===== config.mk =====
export PLATFORM = sky130hd
export DESIGN_NAME = double_error_syndrome_locator_top_flat
export DESIGN_NICKNAME = d
export VERILOG_FILES = /design/src/rtl/core/dsl_pkg.sv /design/src/rtl/core/dsl_if.sv /design/src/rtl/core/dsl_regs.sv /design/src/rtl/core/dsl_front.sv /design/src/rtl/core/dsl_queue.sv /design/src/rtl/core/dsl_back.sv /design/src/rtl/core/double_error_syndrome_locator_top.sv /design/src/flat_wrapper.sv
export SDC_FILE = /design/constraint.sdc
export NUM_CORES = 1
export LEC_CHECK = 0
export ABC_CLOCK_PERIOD_IN_PS = 5930
export BUFFER_PORTS_ARGS = -buffer_cell sky130_fd_sc_hd__buf_4
export CAP_MARGIN = 25
export CORE_AREA = 2 2 232 234
export DETAILED_ROUTE_END_ITERATION = 8
export DIE_AREA = 0 0 234 236
export PLACE_DENSITY_LB_ADDON = 0.2
export SYNTH_ARGS = -nofsm -noshare
export SYNTH_HDL_FRONTEND = slang
export SYNTH_SLANG_ARGS = --single-unit

===== constraint.sdc =====
create_clock -name clk -period 5.93 [get_ports clk]
set_input_delay 1.186 -clock clk [delete_from_list [all_inputs] [get_ports clk]]
set_output_delay 1.186 -clock clk [all_outputs]
set_load 0.02 [all_outputs]

===== src/rtl/core/dsl_pkg.sv =====
// Shared types and constants of the double error syndrome locator.
// Depends on nothing; every other file of the block uses it.
package dsl_pkg;

    localparam int WORD_W      = 16;  // codeword and check row width
    localparam int SYN_W       = 8;   // syndrome width, one bit per check row
    localparam int ROW_COUNT   = 8;   // check row registers
    localparam int POS_W       = 4;   // bit position fields
    localparam int CFG_INDEX_W = 4;   // register index on the config channel
    localparam int QUEUE_DEPTH = 2;

    typedef enum logic [1:0] {
        ST_NONE   = 2'd0,
        ST_SINGLE = 2'd1,
        ST_DOUBLE = 2'd2,
        ST_UNCORR = 2'd3
    } status_t;

    typedef logic [ROW_COUNT-1:0][WORD_W-1:0] rows_t;

    // Item carried from the syndrome stage to the search stages
    typedef struct packed {
        logic [SYN_W-1:0] syndrome;
        logic             zero;
    } synd_entry_t;

endpackage


===== src/rtl/core/dsl_if.sv =====
// Channel interfaces of the double error syndrome locator.
// Depends on dsl_pkg for field widths.
interface dsl_word_if;
    logic                        valid;
    logic                        ready;
    logic [dsl_pkg::WORD_W-1:0]  received_word;

    modport source (output valid, received_word, input ready);
    modport sink   (input valid, received_word, output ready);
endinterface

interface dsl_result_if;
    logic                        valid;
    logic                        ready;
    logic [dsl_pkg::SYN_W-1:0]   syndrome;
    logic [1:0]                  status;
    logic [dsl_pkg::POS_W-1:0]   first_position;
    logic [dsl_pkg::POS_W-1:0]   second_position;

    modport source (output valid, syndrome, status, first_position, second_position,
                    input ready);
    modport sink   (input valid, syndrome, status, first_position, second_position,
                    output ready);
endinterface

interface dsl_cfg_if;
    logic                             valid;
    logic                             ready;
    logic [dsl_pkg::CFG_INDEX_W-1:0]  index;
    logic [dsl_pkg::WORD_W-1:0]       data;

    modport source (output valid, index, data, input ready);
    modport sink   (input valid, index, data, output ready);
endinterface


===== src/rtl/core/dsl_regs.sv =====
// Check row register file of the syndrome locator.
// Depends on dsl_pkg and dsl_if.
module dsl_regs #(
    parameter int CHECK_ROWS = 8
) (
    input  logic            clk,
    input  logic            rst_n,
    dsl_cfg_if.sink         cfg,
    output dsl_pkg::rows_t  rows
);
    import dsl_pkg::*;

    rows_t rows_reg;

    assign cfg.ready = 1'b1;

    // Drop writes beyond the register list
    always_ff @(posedge clk or negedge rst_n)
    begin
        if (!rst_n)
        begin
            rows_reg <= '0;
        end
        else if (cfg.valid && (cfg.index < CFG_INDEX_W'(ROW_COUNT)))
        begin
            rows_reg[cfg.index[$clog2(ROW_COUNT)-1:0]] <= cfg.data;
        end
    end

    // Rows at or above CHECK_ROWS read as zero
    always_comb
    begin
        for (int r = 0; r < ROW_COUNT; r++)
        begin
            rows[r] = (r < CHECK_ROWS) ? rows_reg[r] : '0;
        end
    end

endmodule


===== src/rtl/core/dsl_front.sv =====
// Front stage: accepts codewords and registers their syndrome.
// Depends on dsl_pkg and dsl_if.
module dsl_front #(
    parameter int WORD_BITS = 16
) (
    input  logic                 clk,
    input  logic                 rst_n,
    dsl_word_if.sink             codeword,
    input  dsl_pkg::rows_t       rows,
    output logic                 push_valid,
    output dsl_pkg::synd_entry_t push_entry,
    input  logic                 push_ready
);
    import dsl_pkg::*;

    localparam logic [WORD_W-1:0] WORD_MASK = (WORD_BITS >= WORD_W) ? '1
        : WORD_W'((64'(1) << WORD_BITS) - 64'(1));

    logic              front_valid_reg;
    logic              front_valid_next;
    synd_entry_t       front_entry_reg;
    synd_entry_t       front_entry_next;
    logic [WORD_W-1:0] word_masked;
    logic              take;

    assign codeword.ready = !front_valid_reg || push_ready;
    assign take           = codeword.valid && codeword.ready;
    assign word_masked    = codeword.received_word & WORD_MASK;

    always_comb
    begin
        front_entry_next = front_entry_reg;
        if (take)
        begin
            for (int r = 0; r < SYN_W; r++)
            begin
                front_entry_next.syndrome[r] =
                    (r < ROW_COUNT) ? ^(rows[r] & word_masked) : 1'b0;
            end
            front_entry_next.zero = (front_entry_next.syndrome == '0);
        end
        front_valid_next = take || (front_valid_reg && !push_ready);
    end

    always_ff @(posedge clk or negedge rst_n)
    begin
        if (!rst_n)
        begin
            front_valid_reg <= 1'b0;
        end
        else
        begin
            front_valid_reg <= front_valid_next;
        end
    end

    always_ff @(posedge clk)
    begin
        front_entry_reg <= front_entry_next;
    end

    assign push_valid = front_valid_reg;
    assign push_entry = front_entry_reg;

endmodule


===== src/rtl/core/dsl_queue.sv =====
// Two-entry queue between the syndrome stage and the search stages.
// Depends on dsl_pkg.
module dsl_queue (
    input  logic                 clk,
    input  logic                 rst_n,
    input  logic                 push_valid,
    input  dsl_pkg::synd_entry_t push_entry,
    output logic                 push_ready,
    output logic                 pop_valid,
    output dsl_pkg::synd_entry_t pop_entry,
    input  logic                 pop_ready
);
    import dsl_pkg::*;

    localparam int PTR_W = $clog2(QUEUE_DEPTH);
    localparam int CNT_W = $clog2(QUEUE_DEPTH + 1);

    synd_entry_t      mem [QUEUE_DEPTH];
    logic [PTR_W-1:0] wr_ptr_reg;
    logic [PTR_W-1:0] rd_ptr_reg;
    logic [CNT_W-1:0] count_reg;
    logic [CNT_W-1:0] count_next;
    logic             push;
    logic             pop;

    assign push_ready = (count_reg != CNT_W'(QUEUE_DEPTH));
    assign pop_valid  = (count_reg != '0);
    assign push       = push_valid && push_ready;
    assign pop        = pop_valid && pop_ready;
    assign pop_entry  = mem[rd_ptr_reg];

    always_comb
    begin
        count_next = count_reg;
        if (push && !pop)
        begin
            count_next = count_reg + CNT_W'(1);
        end
        else if (pop && !push)
        begin
            count_next = count_reg - CNT_W'(1);
        end
    end

    always_ff @(posedge clk or negedge rst_n)
    begin
        if (!rst_n)
        begin
            wr_ptr_reg <= '0;
            rd_ptr_reg <= '0;
            count_reg  <= '0;
        end
        else
        begin
            count_reg <= count_next;
            if (push)
            begin
                wr_ptr_reg <= (wr_ptr_reg == PTR_W'(QUEUE_DEPTH - 1)) ? '0
                              : wr_ptr_reg + PTR_W'(1);
            end
            if (pop)
            begin
                rd_ptr_reg <= (rd_ptr_reg == PTR_W'(QUEUE_DEPTH - 1)) ? '0
                              : rd_ptr_reg + PTR_W'(1);
            end
        end
    end

    always_ff @(posedge clk)
    begin
        if (push)
        begin
            mem[wr_ptr_reg] <= push_entry;
        end
    end

endmodule


===== src/rtl/core/dsl_back.sv =====
// Back stages: column match search, priority pick and output register.
// Depends on dsl_pkg and dsl_if.
module dsl_back #(
    parameter int WORD_BITS = 16
) (
    input  logic                 clk,
    input  logic                 rst_n,
    input  dsl_pkg::rows_t       rows,
    input  logic                 pop_valid,
    input  dsl_pkg::synd_entry_t pop_entry,
    output logic                 pop_ready,
    dsl_result_if.source         result
);
    import dsl_pkg::*;

    // Columns at or above WORD_BITS are left out and never match
    localparam int COL_LIMIT = (WORD_BITS < WORD_W) ? WORD_BITS : WORD_W;

    typedef struct packed {
        logic [SYN_W-1:0]              syndrome;
        logic                          zero;
        logic                          single_any;
        logic [POS_W-1:0]              single_pos;
        logic [WORD_W-1:0]             row_any;
        logic [WORD_W-1:0][POS_W-1:0]  row_pos;
    } match_t;

    typedef struct packed {
        logic [SYN_W-1:0] syndrome;
        status_t          status;
        logic [POS_W-1:0] first_position;
        logic [POS_W-1:0] second_position;
    } out_t;

    function automatic logic [POS_W-1:0] lowest_set(input logic [WORD_W-1:0] v);
        logic [POS_W-1:0] pos;
        pos = '0;
        for (int k = WORD_W - 1; k >= 0; k--)
        begin
            if (v[k])
            begin
                pos = POS_W'(k);
            end
        end
        return pos;
    endfunction

    logic                          match_valid_reg;
    logic                          match_valid_next;
    match_t                        match_reg;
    match_t                        match_next;
    logic                          out_valid_reg;
    logic                          out_valid_next;
    out_t                          out_reg;
    out_t                          out_next;
    logic                          out_ready;
    logic                          match_ready;
    logic [WORD_W-1:0][SYN_W-1:0]  cols;
    logic [WORD_W-1:0]             single_hit;
    logic [WORD_W-1:0][WORD_W-1:0] pair_hit;
    logic [POS_W-1:0]              pair_first;

    assign out_ready   = !out_valid_reg || result.ready;
    assign match_ready = !match_valid_reg || out_ready;
    assign pop_ready   = match_ready;

    // Compare every column and column pair against the syndrome
    always_comb
    begin
        for (int j = 0; j < WORD_W; j++)
        begin
            for (int r = 0; r < SYN_W; r++)
            begin
                cols[j][r] = (r < ROW_COUNT) ? rows[r][j] : 1'b0;
            end
        end
        for (int i = 0; i < WORD_W; i++)
        begin
            single_hit[i] = (i < COL_LIMIT) && (cols[i] == pop_entry.syndrome);
            for (int j = 0; j < WORD_W; j++)
            begin
                pair_hit[i][j] = (j > i) && (j < COL_LIMIT)
                                 && ((cols[i] ^ cols[j]) == pop_entry.syndrome);
            end
        end
        match_next            = match_reg;
        match_next.syndrome   = pop_entry.syndrome;
        match_next.zero       = pop_entry.zero;
        match_next.single_any = |single_hit;
        match_next.single_pos = lowest_set(single_hit);
        for (int i = 0; i < WORD_W; i++)
        begin
            match_next.row_any[i] = |pair_hit[i];
            match_next.row_pos[i] = lowest_set(pair_hit[i]);
        end
        match_valid_next = (pop_valid && match_ready) || (match_valid_reg && !out_ready);
    end

    // Pick the result in search order: zero, single, then first pair, else uncorrectable
    always_comb
    begin
        pair_first                = lowest_set(match_reg.row_any);
        out_next                  = out_reg;
        out_next.syndrome         = match_reg.syndrome;
        out_next.first_position   = '0;
        out_next.second_position  = '0;
        if (match_reg.zero)
        begin
            out_next.status = ST_NONE;
        end
        else if (match_reg.single_any)
        begin
            out_next.status         = ST_SINGLE;
            out_next.first_position = match_reg.single_pos;
        end
        else if (match_reg.row_any != '0)
        begin
            out_next.status          = ST_DOUBLE;
            out_next.first_position  = pair_first;
            out_next.second_position = match_reg.row_pos[pair_first];
        end
        else
        begin
            out_next.status = ST_UNCORR;
        end
        out_valid_next = (match_valid_reg && out_ready) || (out_valid_reg && !result.ready);
    end

    always_ff @(posedge clk or negedge rst_n)
    begin
        if (!rst_n)
        begin
            match_valid_reg <= 1'b0;
            out_valid_reg   <= 1'b0;
        end
        else
        begin
            match_valid_reg <= match_valid_next;
            out_valid_reg   <= out_valid_next;
        end
    end

    always_ff @(posedge clk)
    begin
        if (match_ready)
        begin
            match_reg <= match_next;
        end
        if (out_ready)
        begin
            out_reg <= out_next;
        end
    end

    assign result.valid           = out_valid_reg;
    assign result.syndrome        = out_reg.syndrome;
    assign result.status          = out_reg.status;
    assign result.first_position  = out_reg.first_position;
    assign result.second_position = out_reg.second_position;

    a_none_iff_zero: assert property (@(posedge clk) disable iff (!rst_n)
        out_valid_reg |-> ((out_reg.status == ST_NONE) == (out_reg.syndrome == '0)))
        else $error("status and syndrome disagree on the no error case");

    a_second_only_double: assert property (@(posedge clk) disable iff (!rst_n)
        (out_valid_reg && out_reg.status != ST_DOUBLE) |-> (out_reg.second_position == '0))
        else $error("second position set outside a double error");

    a_pair_ordered: assert property (@(posedge clk) disable iff (!rst_n)
        (out_valid_reg && out_reg.status == ST_DOUBLE)
            |-> (out_reg.first_position < out_reg.second_position))
        else $error("double error pair out of order");

    a_match_held: assert property (@(posedge clk) disable iff (!rst_n)
        (match_valid_reg && !out_ready) |=> match_valid_reg)
        else $error("match stage dropped an item while the output was stalled");

endmodule


===== src/rtl/core/double_error_syndrome_locator_top.sv =====
// Top level of the double error syndrome locator.
// Depends on dsl_pkg, dsl_if, dsl_regs, dsl_front, dsl_queue and dsl_back.
//
// Usage:
//   cfg      - write channel for the check rows; index i writes check_row_i,
//              indexes of 8 and above are accepted and dropped. Always ready.
//              Write only while no transaction is in flight.
//   codeword - one received word per transaction.
//   result   - one transaction per word: syndrome, status (none, single,
//              double, uncorrectable) and the error positions.
// Throughput is one word per cycle while result does not stall. An accepted word
// passes the syndrome register, queue, match register and output register on
// its way to result. The queue parts the syndrome stage from the search
// stages; each side advances on its own handshake.
// When result stalls, the output and match registers hold, the queue fills,
// and codeword.ready drops only once the front register cannot drain.
// Reset clears all check rows to zero and empties every stage.
module double_error_syndrome_locator_top #(
    parameter int CHECK_ROWS = 8,
    parameter int WORD_BITS  = 16
) (
    input  logic          clk,
    input  logic          rst_n,
    dsl_cfg_if.sink       cfg,
    dsl_word_if.sink      codeword,
    dsl_result_if.source  result
);
    import dsl_pkg::*;

    rows_t       rows;
    logic        push_valid;
    logic        push_ready;
    synd_entry_t push_entry;
    logic        pop_valid;
    logic        pop_ready;
    synd_entry_t pop_entry;

    // Check rows, unused rows read as zero
    dsl_regs #(
        .CHECK_ROWS (CHECK_ROWS)
    ) u_regs (
        .clk   (clk),
        .rst_n (rst_n),
        .cfg   (cfg),
        .rows  (rows)
    );

    // Syndrome of each accepted word
    dsl_front #(
        .WORD_BITS (WORD_BITS)
    ) u_front (
        .clk        (clk),
        .rst_n      (rst_n),
        .codeword   (codeword),
        .rows       (rows),
        .push_valid (push_valid),
        .push_entry (push_entry),
        .push_ready (push_ready)
    );

    // Decouple front and back
    dsl_queue u_queue (
        .clk        (clk),
        .rst_n      (rst_n),
        .push_valid (push_valid),
        .push_entry (push_entry),
        .push_ready (push_ready),
        .pop_valid  (pop_valid),
        .pop_entry  (pop_entry),
        .pop_ready  (pop_ready)
    );

    // Single and pair search, then the output register
    dsl_back #(
        .WORD_BITS (WORD_BITS)
    ) u_back (
        .clk       (clk),
        .rst_n     (rst_n),
        .rows      (rows),
        .pop_valid (pop_valid),
        .pop_entry (pop_entry),
        .pop_ready (pop_ready),
        .result    (result)
    );

endmodule


===== src/flat_wrapper.sv =====
// flat-port wrapper written by rule: the top's interface ports become plain ports
module double_error_syndrome_locator_top_flat import dsl_pkg::*;
#(
    parameter int CHECK_ROWS = 8,
    parameter int WORD_BITS  = 16
)
  (clk, rst_n, cfg_valid, cfg_index, cfg_data, cfg_ready, codeword_valid, codeword_received_word, codeword_ready, result_valid, result_syndrome, result_status, result_first_position, result_second_position, result_ready);
  dsl_cfg_if cfg_i ();
  dsl_word_if codeword_i ();
  dsl_result_if result_i ();
  input  logic clk;
  input  logic rst_n;
  input wire logic [$bits(cfg_i.valid)-1:0] cfg_valid;
  input wire logic [$bits(cfg_i.index)-1:0] cfg_index;
  input wire logic [$bits(cfg_i.data)-1:0] cfg_data;
  output wire logic [$bits(cfg_i.ready)-1:0] cfg_ready;
  input wire logic [$bits(codeword_i.valid)-1:0] codeword_valid;
  input wire logic [$bits(codeword_i.received_word)-1:0] codeword_received_word;
  output wire logic [$bits(codeword_i.ready)-1:0] codeword_ready;
  output wire logic [$bits(result_i.valid)-1:0] result_valid;
  output wire logic [$bits(result_i.syndrome)-1:0] result_syndrome;
  output wire logic [$bits(result_i.status)-1:0] result_status;
  output wire logic [$bits(result_i.first_position)-1:0] result_first_position;
  output wire logic [$bits(result_i.second_position)-1:0] result_second_position;
  input wire logic [$bits(result_i.ready)-1:0] result_ready;
  assign cfg_i.valid = cfg_valid;
  assign cfg_i.index = cfg_index;
  assign cfg_i.data = cfg_data;
  assign cfg_ready = cfg_i.ready;
  assign codeword_i.valid = codeword_valid;
  assign codeword_i.received_word = codeword_received_word;
  assign codeword_ready = codeword_i.ready;
  assign result_valid = result_i.valid;
  assign result_syndrome = result_i.syndrome;
  assign result_status = result_i.status;
  assign result_first_position = result_i.first_position;
  assign result_second_position = result_i.second_position;
  assign result_i.ready = result_ready;
  double_error_syndrome_locator_top #(.CHECK_ROWS(CHECK_ROWS), .WORD_BITS(WORD_BITS)) u_core (.clk(clk), .rst_n(rst_n), .cfg(cfg_i), .codeword(codeword_i), .result(result_i));
endmodule

* Word level (Yosys, flattened, before mapping)
Memories as Yosys holds them, arrays and structs flattened.
Index checks and enable logic that the tools add are counted.
** Word-level totals
- Memories kept :: 1
- Register bits after elaboration :: 251
- Logic and storage cells :: 566
- Output and inout bits :: 21
- Bits in writable memories :: 18
- Bits of input ports :: 41
** Memory list
- u_core.u_queue.mem :: depth 2, width 9, rd ports 1, clocked after memory_dff 0, write ports 1, line dsl_queue.sv:18 : synd_entry_t mem [QUEUE_DEPTH];
** Operators by class
- Bitwise gates (word level) :: 129
- Order comparisons :: 4
- $add $sub $neg :: 4
- Equal/unequal tests :: 137
- Mux-type cells :: 150
- Reduce and logical (&&, ||, !) cells :: 77
** Operator list (count)
- 8-bit == test :: 136
- 8-bit XOR :: 120
- 4-bit 2-to-1 mux :: 88
- 16-bit AND :: 8
- 128-bit bitwise mux :: 1
- 16-bit parity :: 8
- 3-bit 2-to-1 mux :: 28
- 16-bit demux with 3-bit select :: 1
- 2-bit 2-to-1 mux :: 16
- 7-bit OR reduction :: 3
- 2-bit OR reduction :: 10
- 4-bit OR reduction :: 5
- 3-bit OR reduction :: 6
- 6-bit OR reduction :: 3
- 4-bit binary-select mux with 4-bit select :: 1
- 16-bit 2-to-1 mux :: 1
- 16-bit nonzero test :: 1
- 16-bit OR reduction :: 1
- 8-bit OR reduction :: 2
- 15-bit OR reduction :: 1
- 5-bit OR reduction :: 3
- 14-bit OR reduction :: 1
- 13-bit OR reduction :: 1
- 1-bit 2-to-1 mux :: 12
- 20 further kinds :: 44

* Depth between registers and ports, before layout
- Word-level depth :: 19
- Gate-level depth with buffers :: 12
- Depth with buffers taken out :: 9

* Hierarchy
Synthesis repeated with hierarchy kept, for this count alone.
** Second synthesis, totals
- Cell total of the unflattened synthesis :: 2882
- Area, all modules :: 30352.9 um^2
** By module, submodules not included
- dsl_back :: area each 22521.6 um^2, instances 1, sequential area each 3022.9 um^2, cells an instance 2272
- dsl_regs :: area each 4863.4 um^2, instances 1, sequential area each 3203.1 um^2, cells an instance 284
- dsl_front :: area each 2107.0 um^2, instances 1, sequential area each 295.3 um^2, cells an instance 280
- dsl_queue :: area each 860.8 um^2, instances 1, sequential area each 640.6 um^2, cells an instance 46

* Worst setup path before layout
Ideal clock, no wire load.
- Kind :: input to register
- Start :: in result_ready
- End :: reg u_core.u_queue.count_reg[1]
- Library setup time :: 0.125 ns
- Data arrival time :: 4.416 ns
- Required time :: 5.805 ns
- Setup slack :: 1.389 ns
- Path buffers :: 0
- Stages :: 6
- Cells stage by stage :: nand3b_1 > o21ai_0 > ha_1 > xor2_1 > nor2_1 > xor2_1
** Between the ends
- Cells in the longest elaborated chain, start to end :: 6
- Elaborated cells on any way between the ends :: 8
- Classes of those cells :: 1 x mux; 7 x reduce/logical
** Ends and longest elaborated chain
- start: declaration :: line flat_wrapper.sv:25 : input wire logic [$bits(result_i.ready)-1:0] result_ready;
- 1-bit logical OR * :: line dsl_back.sv:63 : assign out_ready = !out_valid_reg || result.ready;
- 1-bit logical OR * :: line dsl_back.sv:64 : assign match_ready = !match_valid_reg || out_ready;
- 1-bit logical AND * :: line dsl_queue.sv:29 : assign pop = pop_valid && pop_ready;
- 1-bit zero test :: line dsl_queue.sv:35 : if (push && !pop)
- 1-bit logical AND :: line dsl_queue.sv:35
- 2-bit 2-to-1 mux or 2-bit nonzero test (tied branches)
- end signal: assignment :: line dsl_queue.sv:55 : count_reg <= count_next;
- end: declaration :: line dsl_queue.sv:21 : logic [CNT_W-1:0] count_reg;
Mark *: on every way between the ends. The rest lies on a longest branch, timed or not.
A chain may end at the register's enable or synchronous reset.

==> flow_summary_export.csv <==
group,metric,value,unit
grt,grt_pass1_vias,24800,
setup_path,start_kind,"flop",
yosys,ys_async_sr_fraction,51.7,%
setup_path,r2r_setup_slack,0.91,ns
finish,largest_reg_flops,128,
finish,final_cells,3672,
setup_path,worst_path_max_delay_cell,"mux2i_4",
setup_path,crit_fanout,16,
clocking,cts_tree,"yes",
setup_path,required,6.28,ns
clocking,post_cts_resized,0,
drt,ant_nets,0,
setup_path,worstPathCellList,"mux2i_4 -> inv_2 -> xnor2_1 -> o21ai_0 -> nand3_1 -> or3_1 -> o21ai_0 -> nor3_1 -> nand2b_1",
finish,stdcell_area,0.0316,mm^2
floorplan,dieArea,0.0552,mm^2
drt,drtPass1Iterations,8,
yosys,synth_seq_cells,261,
sta,setup_tns,0,ns
finish,drive_above_1_share,17.2,%
drt,drt-vias-per-instance,6.96,
yosys,syn_inst,2937,
outcome,outcome,"complete, no violations",
place,gp_congestion,1.12,
clocking,ctsRootBufferMaster,"clkbuf_16",
drt,drt_wl_total,147000,um
sta,min_period,5.02,ns
yosys,syn_avg_cell_area,9.78,um^2
clocking,ctsHtreeMaxLevel,1,
clocking,numClockSinks,261,
grt,antenna_found_initial,6,
pwr,ir_drop,0.000374,V
yosys,yosysMostFrequentCell,"xnor2_1",
clocking,clock_latency,0.64,ns
setup_path,path_class,"flop to flop",
yosys,synth_flop_cell,"dfrtp_1",
clocking,postCtsSetupBuffers,0,
sta,maxSlewHeadroom,20.3,%
grt,grt_max_degree,77,
yosys,yosysTopAreaCell,"xnor2_1",
sta,tightestPinTransition,1.20,ns
sta,rsz0062_at_grt,"false",
clocking,clk_pin_slew,0.06,ns
pwr,power_density,704,mW/mm^2
yosys,ys_seq_area_share,24.9,%
clocking,numCtsBuffers,30,
grt,grt_usage,52.9,%
run,maxCapViolCount,0,
drt,drcViolationCount,0,
yosys,synth_common_cells,"884 x xnor2_1, 278 x nand2_1, 172 x xnor3_1, 146 x nand4_1, 142 x clkbuf_1",
yosys,synth_top_area_share,26.9,%
yosys,synth.area.top_cells,"xnor2_1 27%, xnor3_1 13%, edfxtp_1 13%, dfrtp_1 12%, mux2_2 4.4%",
finish,area_growth,10.0,%
sta,setup_viol,0,
floorplan,die_w,234,um
sta,period_share,84.6,%
finish,fillers,4506,
sta,final_hold_viol_count,0,
floorplan,rows,85,
setup_path,reg2regPathDepth,9,
setup_path,critPathCaptureType,"flop",
floorplan,die_h,236,um
place,io_buffers,60,
place,placed_area,0.0305,mm^2
yosys,ys.warnings.count,0,
yosys,synth_nets,2979,
grt,grt_pass1_wl,199000,um
sta,skew,0.0393,ns
sta,drv_slew,0,
setup_path,crit_path_max_incr_delay,1.03,ns
floorplan,fp.coreArea,0.0531,mm^2
setup_path,crit_arrival,5.36,ns
drt,drtIter0Drc,3843,
place,hpwl,103000,um
yosys,mappedNetlistArea,0.0287,mm^2
clocking,cts_buffer_depth,3,
clocking,ctsHoldBuffers,0,
finish,final_net_count,2991,
floorplan,num_io_pins,62,
min_path,hp-class,"flop to flop",
setup_path,worst_path_most_repeated_cell,"o21ai_0",
yosys,yosysUniqueCellTypes,71,
yosys,synth-edff-count,126,
drt,dr_total_vias,25600,
sta,fmax,0.199,GHz
place,dpl.cell_count,3608,
pwr,power_leakage,12.7,nW
drt,post_drt_wl_per_cell,39.9,um
grt,grt_overflow_total,0,
min_path,holdPathStages,0,
floorplan,start_util,54.1,%
through the flow:
step | utilization, % | hold slack, ns | power (mW) | setup slack (ns)
floorplan | - | 0.400 | 14.3 | 1.39
finish | 59.6 | 0.418 | 22.3 | 0.912
global route | 59.6 | 0.427 | 22.7 | 0.869
global placement | 57.4 | 0.402 | 19.2 | 1.21
CTS | 59.4 | 0.419 | 21.4 | 1.22
detailed placement | 57.5 | 0.406 | 19.5 | 1.27
cell type report:
type                       instances  area (um^2)  area share (%)
antenna                            3         7.51          0.0237
clock buffer                      42          867            2.74
clock inverter                    14          141           0.447
inverter                          59          221           0.701
multi-input combinational       2361        20500            64.7
sequential                       261         7170            22.7
tap                              696          871            2.75
timing repair buffer             236         1860            5.90
metal layers:
layer / GRT usage (%) / part of all wire, % / vias to the layer above
met5: 0.446 / 0.027 / -
met4: 46.9 / 11 / 6
met1: 61.4 / 34 / 12300
met2: 71.9 / 40 / 2362
li1: - / - / 10000
met3: 25.1 / 16 / 883
report_power, final:
part	internal [mW]	switching (mW)
Combinational	6.95	9.44
Sequential	2.68	1.26
Clock	1.07	0.848
critical path: cells and delay by family (launching register included):
kind | cells | cell delay, ns
muxes | 1 | 1.03
xor gates and xnor gates | 1 | 1.02
DFF | 1 | 1.00
and+or+nand+nor | 4 | 0.76
buffers and inverters | 1 | 0.50
AOI/OAI and AO/OA | 2 | 0.40
logic make-up after synthesis:
kind of cell | Yosys count | synth area share [%]
multiplexers | 136 | 5.74
adder cells (fa/ha/maj) | 1 | 0.0435
AO/OA/AOI/OAI | 186 | 4.29
other | 1 | 0.0131
buffers and inverters | 315 | 4.44
XOR/XNOR | 1205 | 45.5
AND/OR/NAND/NOR | 832 | 15.1
flip-flops | 261 | 24.9
layout by cell type (no fill, tap or decap), types with 28 or more instances in the layout:
cell type and count:
xnor2_1 872, nand2_1 278, buf_4 228, xnor3_1 172, nand4_1 146, xor2_1 130, edfxtp_1 126, dfrtp_1 126
mux2_2 111, nor2_1 96, nor4_1 84, o21ai_0 47, inv_1 40, or2_2 34, a21oi_1 33, clkbuf_16 31
nand3_1 30, xnor2_2 30, or4_1 30, nor3_1 28
final timing paths:
path,end,from
worst max-delay path,u_core.u_back.match_reg[67]$_DFFE_PN_,u_core.u_queue.rd_ptr_reg$_DFFE_PN0P_
worst min-delay path,u_core.u_back.result.syndrome[3]$_DFFE_PN_,u_core.u_back.match_reg[89]$_DFFE_PN_
worst max register to register,u_core.u_back.match_reg[67]$_DFFE_PN_,u_core.u_queue.rd_ptr_reg$_DFFE_PN0P_
worst min register to register,u_core.u_back.result.syndrome[3]$_DFFE_PN_,u_core.u_back.match_reg[89]$_DFFE_PN_
max in group asynchronous,u_core.u_regs.rows[55]$_DFFE_PN0P_,rst_n
min in group asynchronous,u_core.u_regs.rows[33]$_DFFE_PN0P_,rst_n
Power figures use the tool's default switching activity.
